File: src/design/lgs_pkg.sv
// Package for the life generation step unit: request and response words,
// request codes, controller states and the Conway rule constants.
// No dependencies.
package lgs_pkg;

  localparam logic [1:0] REQ_WRITE   = 2'd0;
  localparam logic [1:0] REQ_READ    = 2'd1;
  localparam logic [1:0] REQ_ADVANCE = 2'd2;

  localparam int unsigned CMP_W = 7;
  localparam logic [5:0] ACTIVE_SIZE_RESET = 6'd32;

  localparam logic [3:0] SURVIVE_LOW = 4'd2;
  localparam logic [3:0] BIRTH_COUNT = 4'd3;

  typedef struct packed {
    logic [1:0] req_type;
    logic [4:0] row;
    logic [4:0] col;
    logic       cell_dead;
  } req_word_t;

  typedef struct packed {
    logic       read_dead;
    logic [1:0] done_type;
    logic       bad_address;
  } rsp_word_t;

  typedef enum logic [2:0] {
    ST_IDLE,
    ST_ACCESS,
    ST_ADV,
    ST_ADV_LAST,
    ST_FINISH
  } ctrl_state_t;

endpackage

File: src/design/life_generation_step_unit.sv
// Top level of the life generation step unit: request decode, controller and
// response register around the grid memory and the row calculator.
// Depends on lgs_pkg, lgs_grid_mem and lgs_row_calc.
//
// The unit holds a square Game of Life grid, one memory word per row, where a
// cell bit of 1 means dead. A cell write or read reads its row from memory on
// acceptance, modifies or samples it in the access state, and then loads the
// response register from the finish state. A read or write with a flagged
// address, and an advance at active size zero, go straight from acceptance to
// the finish state. An advance walks the active square one row per cycle
// through the single memory read port, keeping the two previous old rows in a
// line buffer and writing each new row back once the row below has been read;
// its response word is loaded from the finish state after the last row.
// One request is processed at a time, and the next one is accepted the cycle
// after the response register is loaded; a new request is accepted while the
// previous response still waits in the output register. After reset the grid
// reads as all dead with no clearing pass.
module life_generation_step_unit #(
  parameter int unsigned MAX_SIZE = 32
) (
  input  logic              clk,
  input  logic              rst,
  input  logic              cfg_valid,
  output logic              cfg_ready,
  input  logic [5:0]        cfg_data,
  input  logic              req_valid,
  output logic              req_ready,
  input  lgs_pkg::req_word_t req,
  output logic              rsp_valid,
  input  logic              rsp_ready,
  output lgs_pkg::rsp_word_t rsp
);
  import lgs_pkg::*;

  localparam int unsigned AW = $clog2(MAX_SIZE);
  localparam int unsigned NW = $clog2(MAX_SIZE + 1);

  ctrl_state_t   state;
  ctrl_state_t   state_next;
  logic [5:0]    active_size;
  logic [NW-1:0] n_eff;
  req_word_t     req_q;
  logic          bad_q;
  logic          bad_in;
  logic          rd_bit;
  logic [AW-1:0] k;
  logic          k_last;
  logic [MAX_SIZE-1:0] prev;
  logic [MAX_SIZE-1:0] cur;
  logic [MAX_SIZE-1:0] calc_below;
  logic [MAX_SIZE-1:0] calc_row;
  logic [MAX_SIZE-1:0] bit_mask;
  logic [MAX_SIZE-1:0] edit_row;
  logic [MAX_SIZE-1:0] shifted_row;
  logic          rd_en;
  logic [AW-1:0] rd_addr;
  logic [MAX_SIZE-1:0] rd_data;
  logic          wr_en;
  logic [AW-1:0] wr_addr;
  logic [MAX_SIZE-1:0] wr_data;
  logic          load_rsp;

  assign cfg_ready = 1'b1;

  always_ff @(posedge clk) begin
    if (rst) begin
      active_size <= ACTIVE_SIZE_RESET;
    end else if (cfg_valid && cfg_ready) begin
      active_size <= cfg_data;
    end
  end

  assign n_eff = (CMP_W'(active_size) > CMP_W'(MAX_SIZE)) ? NW'(MAX_SIZE) : NW'(active_size);
  assign bad_in = (CMP_W'(req.row) >= CMP_W'(n_eff)) || (CMP_W'(req.col) >= CMP_W'(n_eff));
  assign k_last = (CMP_W'(k) + CMP_W'(1)) == CMP_W'(n_eff);

  assign bit_mask    = {{(MAX_SIZE-1){1'b0}}, 1'b1} << req_q.col;
  assign edit_row    = req_q.cell_dead ? (rd_data | bit_mask) : (rd_data & ~bit_mask);
  assign shifted_row = rd_data >> req_q.col;
  assign calc_below  = (state == ST_ADV_LAST) ? '1 : rd_data;

  lgs_grid_mem #(
    .W     (MAX_SIZE),
    .DEPTH (MAX_SIZE),
    .AW    (AW)
  ) u_mem (
    .clk     (clk),
    .rst     (rst),
    .rd_en   (rd_en),
    .rd_addr (rd_addr),
    .rd_data (rd_data),
    .wr_en   (wr_en),
    .wr_addr (wr_addr),
    .wr_data (wr_data)
  );

  lgs_row_calc #(
    .W  (MAX_SIZE),
    .NW (NW)
  ) u_calc (
    .above    (prev),
    .mid      (cur),
    .below    (calc_below),
    .n        (n_eff),
    .next_row (calc_row)
  );

  always_ff @(posedge clk) begin
    if (rst) begin
      state <= ST_IDLE;
    end else begin
      state <= state_next;
    end
  end

  always_comb begin
    state_next = state;
    req_ready  = 1'b0;
    rd_en      = 1'b0;
    rd_addr    = AW'(req.row);
    wr_en      = 1'b0;
    wr_addr    = AW'(req_q.row);
    wr_data    = edit_row;
    load_rsp   = 1'b0;
    unique case (state)
      ST_IDLE: begin
        req_ready = 1'b1;
        if (req_valid) begin
          priority case (req.req_type)
            REQ_ADVANCE: begin
              if (n_eff != '0) begin
                rd_en      = 1'b1;
                rd_addr    = '0;
                state_next = ST_ADV;
              end else begin
                state_next = ST_FINISH;
              end
            end
            REQ_WRITE, REQ_READ: begin
              if (!bad_in) begin
                rd_en      = 1'b1;
                state_next = ST_ACCESS;
              end else begin
                state_next = ST_FINISH;
              end
            end
            default: state_next = ST_IDLE;
          endcase
        end
      end
      ST_ACCESS: begin
        wr_en      = (req_q.req_type == REQ_WRITE);
        state_next = ST_FINISH;
      end
      ST_ADV: begin
        wr_en   = (k != '0);
        wr_addr = k - 1'b1;
        wr_data = calc_row;
        if (k_last) begin
          state_next = ST_ADV_LAST;
        end else begin
          rd_en   = 1'b1;
          rd_addr = k + 1'b1;
        end
      end
      ST_ADV_LAST: begin
        wr_en      = 1'b1;
        wr_addr    = k;
        wr_data    = calc_row;
        state_next = ST_FINISH;
      end
      ST_FINISH: begin
        if (!rsp_valid || rsp_ready) begin
          load_rsp   = 1'b1;
          state_next = ST_IDLE;
        end
      end
      default: state_next = ST_IDLE;
    endcase
  end

  always_ff @(posedge clk) begin
    unique case (state)
      ST_IDLE: begin
        req_q <= req;
        bad_q <= bad_in && (req.req_type != REQ_ADVANCE);
        k     <= '0;
        prev  <= '1;
      end
      ST_ACCESS: begin
        rd_bit <= shifted_row[0];
      end
      ST_ADV: begin
        cur <= rd_data;
        if (k != '0) begin
          prev <= cur;
        end
        if (!k_last) begin
          k <= k + 1'b1;
        end
      end
      ST_ADV_LAST, ST_FINISH: begin
      end
      default: begin
      end
    endcase
  end

  always_ff @(posedge clk) begin
    if (rst) begin
      rsp_valid <= 1'b0;
    end else if (load_rsp) begin
      rsp_valid <= 1'b1;
    end else if (rsp_ready) begin
      rsp_valid <= 1'b0;
    end
  end

  always_ff @(posedge clk) begin
    if (load_rsp) begin
      rsp.read_dead   <= (req_q.req_type == REQ_READ) && !bad_q && rd_bit;
      rsp.done_type   <= req_q.req_type;
      rsp.bad_address <= bad_q;
    end
  end

`ifndef SYNTH
  a_no_write_idle: assert property (@(posedge clk) disable iff (rst)
    (state == ST_IDLE || state == ST_FINISH) |-> !wr_en)
    else $error("grid write outside an access or advance");

  a_rsp_from_finish: assert property (@(posedge clk) disable iff (rst)
    $rose(rsp_valid) |-> $past(state) == ST_FINISH)
    else $error("response raised outside the finish state");

  a_write_in_square: assert property (@(posedge clk) disable iff (rst)
    wr_en |-> CMP_W'(wr_addr) < CMP_W'(n_eff))
    else $error("grid write outside the active square");

  a_adv_read_ahead: assert property (@(posedge clk) disable iff (rst)
    (state == ST_ADV && rd_en) |-> CMP_W'(rd_addr) < CMP_W'(n_eff))
    else $error("advance read beyond the active square");
`endif

endmodule

File: src/design/lgs_grid_mem.sv
// Grid row memory with one registered read port and one write port.
// Rows never written since reset read as all dead through per-row valid bits.
// Depends on nothing but its parameters.
module lgs_grid_mem #(
  parameter int unsigned W     = 32,
  parameter int unsigned DEPTH = 32,
  parameter int unsigned AW    = 5
) (
  input  logic          clk,
  input  logic          rst,
  input  logic          rd_en,
  input  logic [AW-1:0] rd_addr,
  output logic [W-1:0]  rd_data,
  input  logic          wr_en,
  input  logic [AW-1:0] wr_addr,
  input  logic [W-1:0]  wr_data
);

  logic [W-1:0]     mem [DEPTH];
  logic [DEPTH-1:0] row_valid;
  logic [W-1:0]     mem_q;
  logic             valid_q;

  always_ff @(posedge clk) begin
    if (wr_en) begin
      mem[wr_addr] <= wr_data;
    end
    if (rd_en) begin
      mem_q <= mem[rd_addr];
    end
  end

  always_ff @(posedge clk) begin
    if (rst) begin
      row_valid <= '0;
      valid_q   <= 1'b0;
    end else begin
      if (wr_en) begin
        row_valid[wr_addr] <= 1'b1;
      end
      if (rd_en) begin
        valid_q <= row_valid[rd_addr];
      end
    end
  end

  assign rd_data = valid_q ? mem_q : '1;

endmodule

File: src/design/lgs_row_calc.sv
// Next-generation logic for one grid row from the old rows above, at and below.
// Cells at or beyond the active size count as dead and keep their old value.
// Depends on lgs_pkg for the rule constants and the compare width.
module lgs_row_calc #(
  parameter int unsigned W  = 32,
  parameter int unsigned NW = 6
) (
  input  logic [W-1:0]  above,
  input  logic [W-1:0]  mid,
  input  logic [W-1:0]  below,
  input  logic [NW-1:0] n,
  output logic [W-1:0]  next_row
);
  import lgs_pkg::*;

  logic [W-1:0] col_in;
  logic [W+1:0] live_a;
  logic [W+1:0] live_m;
  logic [W+1:0] live_b;

  always_comb begin
    for (int c = 0; c < W; c++) begin
      col_in[c] = CMP_W'(c) < CMP_W'(n);
    end
  end

  assign live_a = {1'b0, ~above & col_in, 1'b0};
  assign live_m = {1'b0, ~mid & col_in, 1'b0};
  assign live_b = {1'b0, ~below & col_in, 1'b0};

  always_comb begin
    logic [3:0] cnt;
    logic       alive;
    logic       stays;
    cnt   = '0;
    alive = 1'b0;
    stays = 1'b0;
    for (int c = 0; c < W; c++) begin
      cnt = 4'(live_a[c]) + 4'(live_a[c+1]) + 4'(live_a[c+2])
          + 4'(live_m[c]) + 4'(live_m[c+2])
          + 4'(live_b[c]) + 4'(live_b[c+1]) + 4'(live_b[c+2]);
      alive = live_m[c+1];
      stays = alive ? (cnt == SURVIVE_LOW || cnt == BIRTH_COUNT) : (cnt == BIRTH_COUNT);
      next_row[c] = col_in[c] ? ~stays : mid[c];
    end
  end

endmodule
File: config.mk
export PLATFORM = sky130hd
export DESIGN_NAME = life_generation_step_unit
export DESIGN_NICKNAME = d
export VERILOG_FILES = /design/src/design/lgs_pkg.sv /design/src/design/life_generation_step_unit.sv /design/src/design/lgs_grid_mem.sv /design/src/design/lgs_row_calc.sv
export SDC_FILE = /design/constraint.sdc
export NUM_CORES = 2
export LEC_CHECK = 0
export BUFFER_PORTS_ARGS = -buffer_cell sky130_fd_sc_hd__buf_2
export CAP_MARGIN = 30
export CORE_MARGIN = 8
export CORE_UTILIZATION = 52
export CTS_CLUSTER_DIAMETER = 200
export DETAILED_ROUTE_END_ITERATION = 6
export PLACE_DENSITY = 0.76
export SKIP_LAST_GASP = 1
export SLEW_MARGIN = 20
export SYNTH_ARGS = -nofsm -noshare
export SYNTH_HDL_FRONTEND = slang
export SYNTH_SLANG_ARGS = --single-unit
File: constraint.sdc
create_clock -name clk -period 5.6 [get_ports clk]
set_input_delay 0.28 -clock clk [delete_from_list [all_inputs] [get_ports clk]]
set_output_delay 0.28 -clock clk [all_outputs]
set_load 0.01 [all_outputs]
Yosys cells after proc, flatten, opt, wreduce, memory -nomap -nowiden --
Memory sizes are Yosys's and may differ from the RTL's. A register that Yosys moved wholly into a read port is not among the register bits. Index checks and enable logic that the tools add are counted.
Storage, ports and cells: memories 1, register bits after elaboration 131, bits of input ports 24, logic and storage cells 555, bits in writable memories 1024
Operators by class: muxes and demuxes 104, reduce and logical (&&, ||, !) cells 53, bitwise gates (word level) 42, shifts and indexed selects 2, order comparisons 38, equal/unequal tests 78, add/sub/neg operators 220
Memory list:
- u_mem.mem | depth 32, bits a word 32, rd ports 1, clocked after memory_dff 1, write ports 1, RTL line lgs_grid_mem.sv:19 | logic [W-1:0] mem [DEPTH];
Operators with widths (count):
- adder 4 x 1 -> 4 bit | 186
- == test 4 x 2 -> 1 bit, second input constant | 64
- two-way mux 32 bit | 5
- AND 32 bit | 4
- NOT 32 bit | 4
- less-than comparator 5 x 6 -> 1 bit, first input constant | 16
- two-way mux 1 bit | 77
- bitwise OR 32 bit | 2
- one-hot mux 32 bit (2 select lines) | 1
- adder 1 x 1 -> 2 bit | 31
- less-than comparator 4 x 6 -> 1 bit, first input constant | 8
- logical OR 1 bit | 34
- NOT 1 bit | 32
- left shift 1 x 5 -> 32 bit, first input constant | 1
- >> shifter 32 x 5 -> 1 bit | 1
- one-hot mux 5 bit (2 select lines) | 3
- two-way mux 5 bit | 5
- less-than comparator 3 x 6 -> 1 bit, first input constant | 4
- two-way mux 3 bit | 5
- >= comparator 5 x 6 -> 1 bit | 2
- less-than comparator 1 x 6 -> 1 bit, first input constant | 2
- less-than comparator 2 x 6 -> 1 bit, first input constant | 2
- less-than comparator 5 x 6 -> 1 bit, second input constant | 2
- inequality test 2 bit, second input constant | 6
- 28 further kinds | 40

Depth between registers and ports, before layout --
depth after elaboration 17, gate-level depth with buffers 23, gate-level depth less buffers 20

Modules after synthesis --
Synthesis repeated with hierarchy kept, for this count alone.
Second synthesis, totals: cells, all modules 3056, area, all modules 53700.3 sq um
By module, submodules not included:
- lgs_grid_mem | instances 1, area each 41307.1 sq um, cells each 1709
- lgs_row_calc | instances 1, area each 6917.9 sq um, cells each 836
- life_generation_step_unit | instances 1, area each 5475.3 sq um, cells each 511

Worst setup path after synthesis --
Ideal clock, no wire load.
kind reg-to-reg, start point register active_size[5], end point memory u_mem.mem[0][3] (data pin), slack 0.194 ns, buffers on the path 3, clock period less this slack 5.406 ns, cell stages (with the launch flop) 20, required time 5.202 ns, data arrival time 5.008 ns, cells stage by stage dfxtp_1 > clkbuf_1 > clkbuf_1 > inv_1 > clkbuf_1 > nand2_1 > nor2_1 > nand2_1 > a21oi_1 > or3_1 > fa_1 > xnor2_1 > ha_1 > inv_1 > fa_1 > fa_1 > nor2b_1 > a31oi_1 > o21ai_0 > a31oi_1
Between the ends: word-level cells in the longest chain between the ends 17, elaborated cells between the ends (all ways) 22
RTL lines:
- from (decl) | RTL line life_generation_step_unit.sv:40 | logic [5:0] active_size;
- from (signal assigned) | RTL line life_generation_step_unit.sv:69 | active_size <= cfg_data;
- > comparator 6 bit | RTL line life_generation_step_unit.sv:73 | assign n_eff = (CMP_W'(active_size) > CMP_W'(MAX_SIZE)) ? NW'(MAX_SIZE) : NW'(active_size);
- two-way mux 6 bit (*) | RTL line life_generation_step_unit.sv:73
- less-than comparator 2 x 6 -> 1 bit | RTL line lgs_row_calc.sv:23 | col_in[c] = CMP_W'(c) < CMP_W'(n);
- AND 32 bit | RTL line lgs_row_calc.sv:27 | assign live_a = {1'b0, ~above & col_in, 1'b0};
- adder 1 x 1 -> 2 bit | RTL line lgs_row_calc.sv:39 | cnt = 4'(live_a[c]) + 4'(live_a[c+1]) + 4'(live_a[c+2])
- adder 4 x 1 -> 4 bit | RTL line lgs_row_calc.sv:39
- adder 4 x 1 -> 4 bit (2 in a row) | RTL line lgs_row_calc.sv:40 | + 4'(live_m[c]) + 4'(live_m[c+2])
- adder 4 x 1 -> 4 bit (3 in a row) | RTL line lgs_row_calc.sv:41 | + 4'(live_b[c]) + 4'(live_b[c+1]) + 4'(live_b[c+2]);
- == test 4 x 2 -> 1 bit | RTL line lgs_row_calc.sv:43 | stays = alive ? (cnt == SURVIVE_LOW || cnt == BIRTH_COUNT) : (cnt == BIRTH_COUNT);
- logical OR 1 bit | RTL line lgs_row_calc.sv:43
- two-way mux 1 bit | RTL line lgs_row_calc.sv:43
- NOT 1 bit | RTL line lgs_row_calc.sv:44 | next_row[c] = col_in[c] ? ~stays : mid[c];
- two-way mux 1 bit (*) | RTL line lgs_row_calc.sv:44
- two-way mux 32 bit (*) | RTL line life_generation_step_unit.sv:125 | unique case (state)
- via u_mem.wr_data[3] | RTL line lgs_grid_mem.sv:16 | input logic [W-1:0] wr_data
- to (decl) | RTL line lgs_grid_mem.sv:19
Mark *: on every way through the listed nets, which the timed path passes. The rest lies on a longest branch.

Final worst setup path --
start point register active_size[4], end point memory u_mem.mem[25][30] (data pin)
Between the ends: word-level cells in the longest chain between the ends 17, elaborated cells between the ends (all ways) 22
RTL lines (RTL line):
- > comparator 6 bit | life_generation_step_unit.sv:73
- two-way mux 6 bit (*) | life_generation_step_unit.sv:73
- less-than comparator 5 x 6 -> 1 bit | lgs_row_calc.sv:23
- AND 32 bit | lgs_row_calc.sv:27
- adder 1 x 1 -> 2 bit | lgs_row_calc.sv:39
- adder 4 x 1 -> 4 bit | lgs_row_calc.sv:39
- adder 4 x 1 -> 4 bit (2 in a row) | lgs_row_calc.sv:40
- adder 4 x 1 -> 4 bit (3 in a row) | lgs_row_calc.sv:41
- == test 4 x 2 -> 1 bit | lgs_row_calc.sv:43
- logical OR 1 bit | lgs_row_calc.sv:43
- two-way mux 1 bit | lgs_row_calc.sv:43
- NOT 1 bit | lgs_row_calc.sv:44
- two-way mux 1 bit (*) | lgs_row_calc.sv:44
- two-way mux 32 bit (*) | life_generation_step_unit.sv:125
- via u_mem.wr_data[30] | lgs_grid_mem.sv:16
Marks and branches as above.

==> impl_metrics.json <==
{
  "status": "finished with violations",
  "violations": "design-rule violations",
  "num_vias": 38800,
  "place.gp.congestion": 0.953,
  "synth_top_area_share_pct": 62.7,
  "coreArea_um2": 105000,
  "die_w_um": 341,
  "crit_type": "flop to flop",
  "synth_most_common_cell": "nand2_1",
  "fill_cells": 8041,
  "synth_enable_flop_cells": 1144,
  "grt_max_degree": 108,
  "grt_overflow": 0,
  "syn_to_final_growth_pct": 12.8,
  "drtPass1Iterations": 7,
  "pre_cts_slack_ns": 0.416,
  "ios": 31,
  "hold_violations": 0,
  "route.detailed.drc": 4,
  "ys_seq_elements": 1187,
  "netlist_instances": 4792,
  "ys_types": 61,
  "fmax_mhz": 192,
  "grtUsageTotal_pct": 26.0,
  "dp_hpwl_mm": 93.1,
  "cts_made_buffers": 113,
  "tns_ns": 0,
  "cp_slowest_cell": "dfxtp_1",
  "place_inst": 6115,
  "syn-cell-area_um2": 54800,
  "ctsLongestPathBuffers": 3,
  "finalCritPeriodShare_pct": 92.8,
  "avgRoutedWirePerCell_um": 24.5,
  "slew_viol_final": 0,
  "cp.arrival_ns": 5.62,
  "fin_crit_ns": 5.20,
  "numClockSinks": 1187,
  "crit_chain": "and3_1 -> a31oi_1 -> or2_2 -> inv_1 -> ha_1 -> fa_1 -> fa_1 -> inv_1 -> fa_1 -> fa_1 -> nor2_1 -> nand3_1 -> a21oi_1 -> o21ai_0 -> nand2_1 -> o21ai_2 -> buf_8",
  "fin_cells": 6348,
  "setup_viol": 0,
  "clock_latency_ns": 0.72,
  "cap_violations": 0,
  "ys_top_cells_by_area": "edfxtp_1 (63%), nand2_1 (8.3%), nand3_1 (5.7%)",
  "grt_pass1_wl_mm": 231,
  "start_util_pct": 52.2,
  "p_leak_nw": 22.6,
  "finalWirelength_mm": 155,
  "setup_ws_ns": 0.405,
  "holdWs_ns": 0.0413,
  "cpPeakStageDelay_ns": 0.61,
  "cts.reportedPaths.clkPinSlew_ns": 0.06,
  "synth_nets": 5020,
  "ir_drop_mv": 0.381,
  "critPathLaunchType": "flop",
  "skew_ns": 0.0489,
  "postSynthAreaPerCell_um2": 11.4,
  "relSlewSlack_pct": 19.5,
  "worst_path_most_repeated_cell": "fa_1",
  "drt_iter0_drc": 5510,
  "die_area_um2": 116000,
  "synth_flop_cell": "edfxtp_1",
  "cts_tree": "yes",
  "viasPerCell": 6.11,
  "yosys-top-cells-count": "nand2_1 (1214), edfxtp_1 (1144), nand3_1 (622)",
  "p_per_area_nw_per_um2": 334,
  "antenna_found_initial": 5,
  "endpoint_kind": "flop",
  "antenna_cells": 0,
  "ys_warn_count": 0,
  "cts_root_buffer": "clkbuf_16",
  "nets": 5090,
  "hold_class": "input pin to flop",
  "die_h_um": 341,
  "num_rows": 119,
  "grt_setup_unrepaired": "no",
  "cts_max_level": 3,
  "cp.required_ns": 6.02,
  "critPathMaxFanout": 25,
  "worstMarginPinSlew_ns": 1.21,
  "postLayoutCoreUtil_pct": 58.9,
  "drtAntennaViolNets": 0,
  "grt_pass1_vias": 37000,
  "synth_area_leader_cell": "edfxtp_1",
  "synthArstFlopShare_pct": 0,
  "portBuffers": 29,
  "final_layout_size_suffix_gt1_share_pct": 9.99,
  "ys_seq_area_share_pct": 64.2
}
## state kept, by name, summed over array words and instances (netlist names), 3 cells and up
name and flops:
u_mem.mem_q 32, state 3, u_mem.mem 1024, active_size 6, rsp 4, cur 32, prev 32, k 5
u_mem.row_valid 32, req_q 13
## per-layer routing
layer,part of all wire [%],GRT usage (%)
met5,0,0
met4,5.3,12.2
met3,11,4.69
met2,46,40.9
met1,37,35.2
## repair_timing
| item | CTS | global route |
|---|---|---|
| buffers inserted | 0 | 0 |
| endpoints found under the hold margin | 20 | 0 |
| setup endpoints to repair | 0 | 89 |
| resized for setup | 0 | 3 |
| hold buffers | 23 | 0 |
## report_power, final
group / leakage (nW) / switching (W) / internal (W)
combinational: 9.92 / 0.00204 / 0.000931
clock: 1.76 / 0.00336 / 0.00420
sequential: 10.9 / 0.0000658 / 0.0101
total: 22.6 / 0.00547 / 0.0152
## critical path: cells and delay by family, from the launching register on
| kind | cells | cell delay, ns |
|---|---|---|
| buffers and inverters | 3 | 0.39 |
| adder cells (fa/ha/maj) | 5 | 2.16 |
| AND/OR/NAND/NOR | 5 | 1.07 |
| AO/OA/AOI/OAI | 4 | 0.68 |
| flip-flops | 1 | 0.61 |
## final timing paths
check                            from             endpoint  slack (ns)  cells after the start
setup / recovery       active_size[4]    u_mem.mem[25][30]        0.40                     17
setup reg to reg       active_size[4]    u_mem.mem[25][30]        0.40                     17
hold / removal              cfg_valid       active_size[4]        0.04                      3
hold reg to reg   u_mem.row_valid[31]  u_mem.row_valid[31]        0.47                      2
## metrics by stage
stage	area, µm²	total power, W
finish	61800	0.0207
detailed placement	57900	0.0132
global placement	57700	0.0131
CTS	61800	0.0207
floorplan	54800	0.0121
global route	61800	0.0213
## layout by cell type (no fill, tap or decap), drive strengths merged, types with 5 or more instances in the layout
cell type and n:
a2111oi 16, a21o 7, a21oi 84, a22oi 12, a31oi 17, and2 12, and3 73, buf 202
bufinv 10, clkbuf 134, clkinv 56, clkinvlp 6, dfxtp 43, dlygate4sd3 23, edfxtp 1144, fa 102
ha 102, inv 226, mux2i 47, mux4 10, nand2 1214, nand2b 94, nand3 622, nand4 5
nor2 262, nor2b 23, nor3 40, o211ai 66, o21ai 80, o311a 33, o31ai 31, or2 42
or3 29, xnor2 36, xor2 7
## cell families after synthesis
logic type | synth area share, %
AOI/OAI and AO/OA | 4.56
xor gates and xnor gates | 0.769
adders and majority gates | 6.05
buffers and inverters | 3.51
DFF | 64.2
muxes | 1.33
other | 0.00684
and+or+nand+nor | 19.5
## layout make-up
class | instances | area [µm²] | area share [%]
clock inverters | 76 | 757 | 1.22
repair buffers | 225 | 2210 | 3.57
multi-input cells | 3113 | 18200 | 29.4
flip-flops and latches | 1187 | 35200 | 57.0
inverters | 222 | 833 | 1.35
well taps | 1391 | 1740 | 2.81
clock buffers | 134 | 2910 | 4.70
No activity file was read; power rests on OpenSTA's default activity.
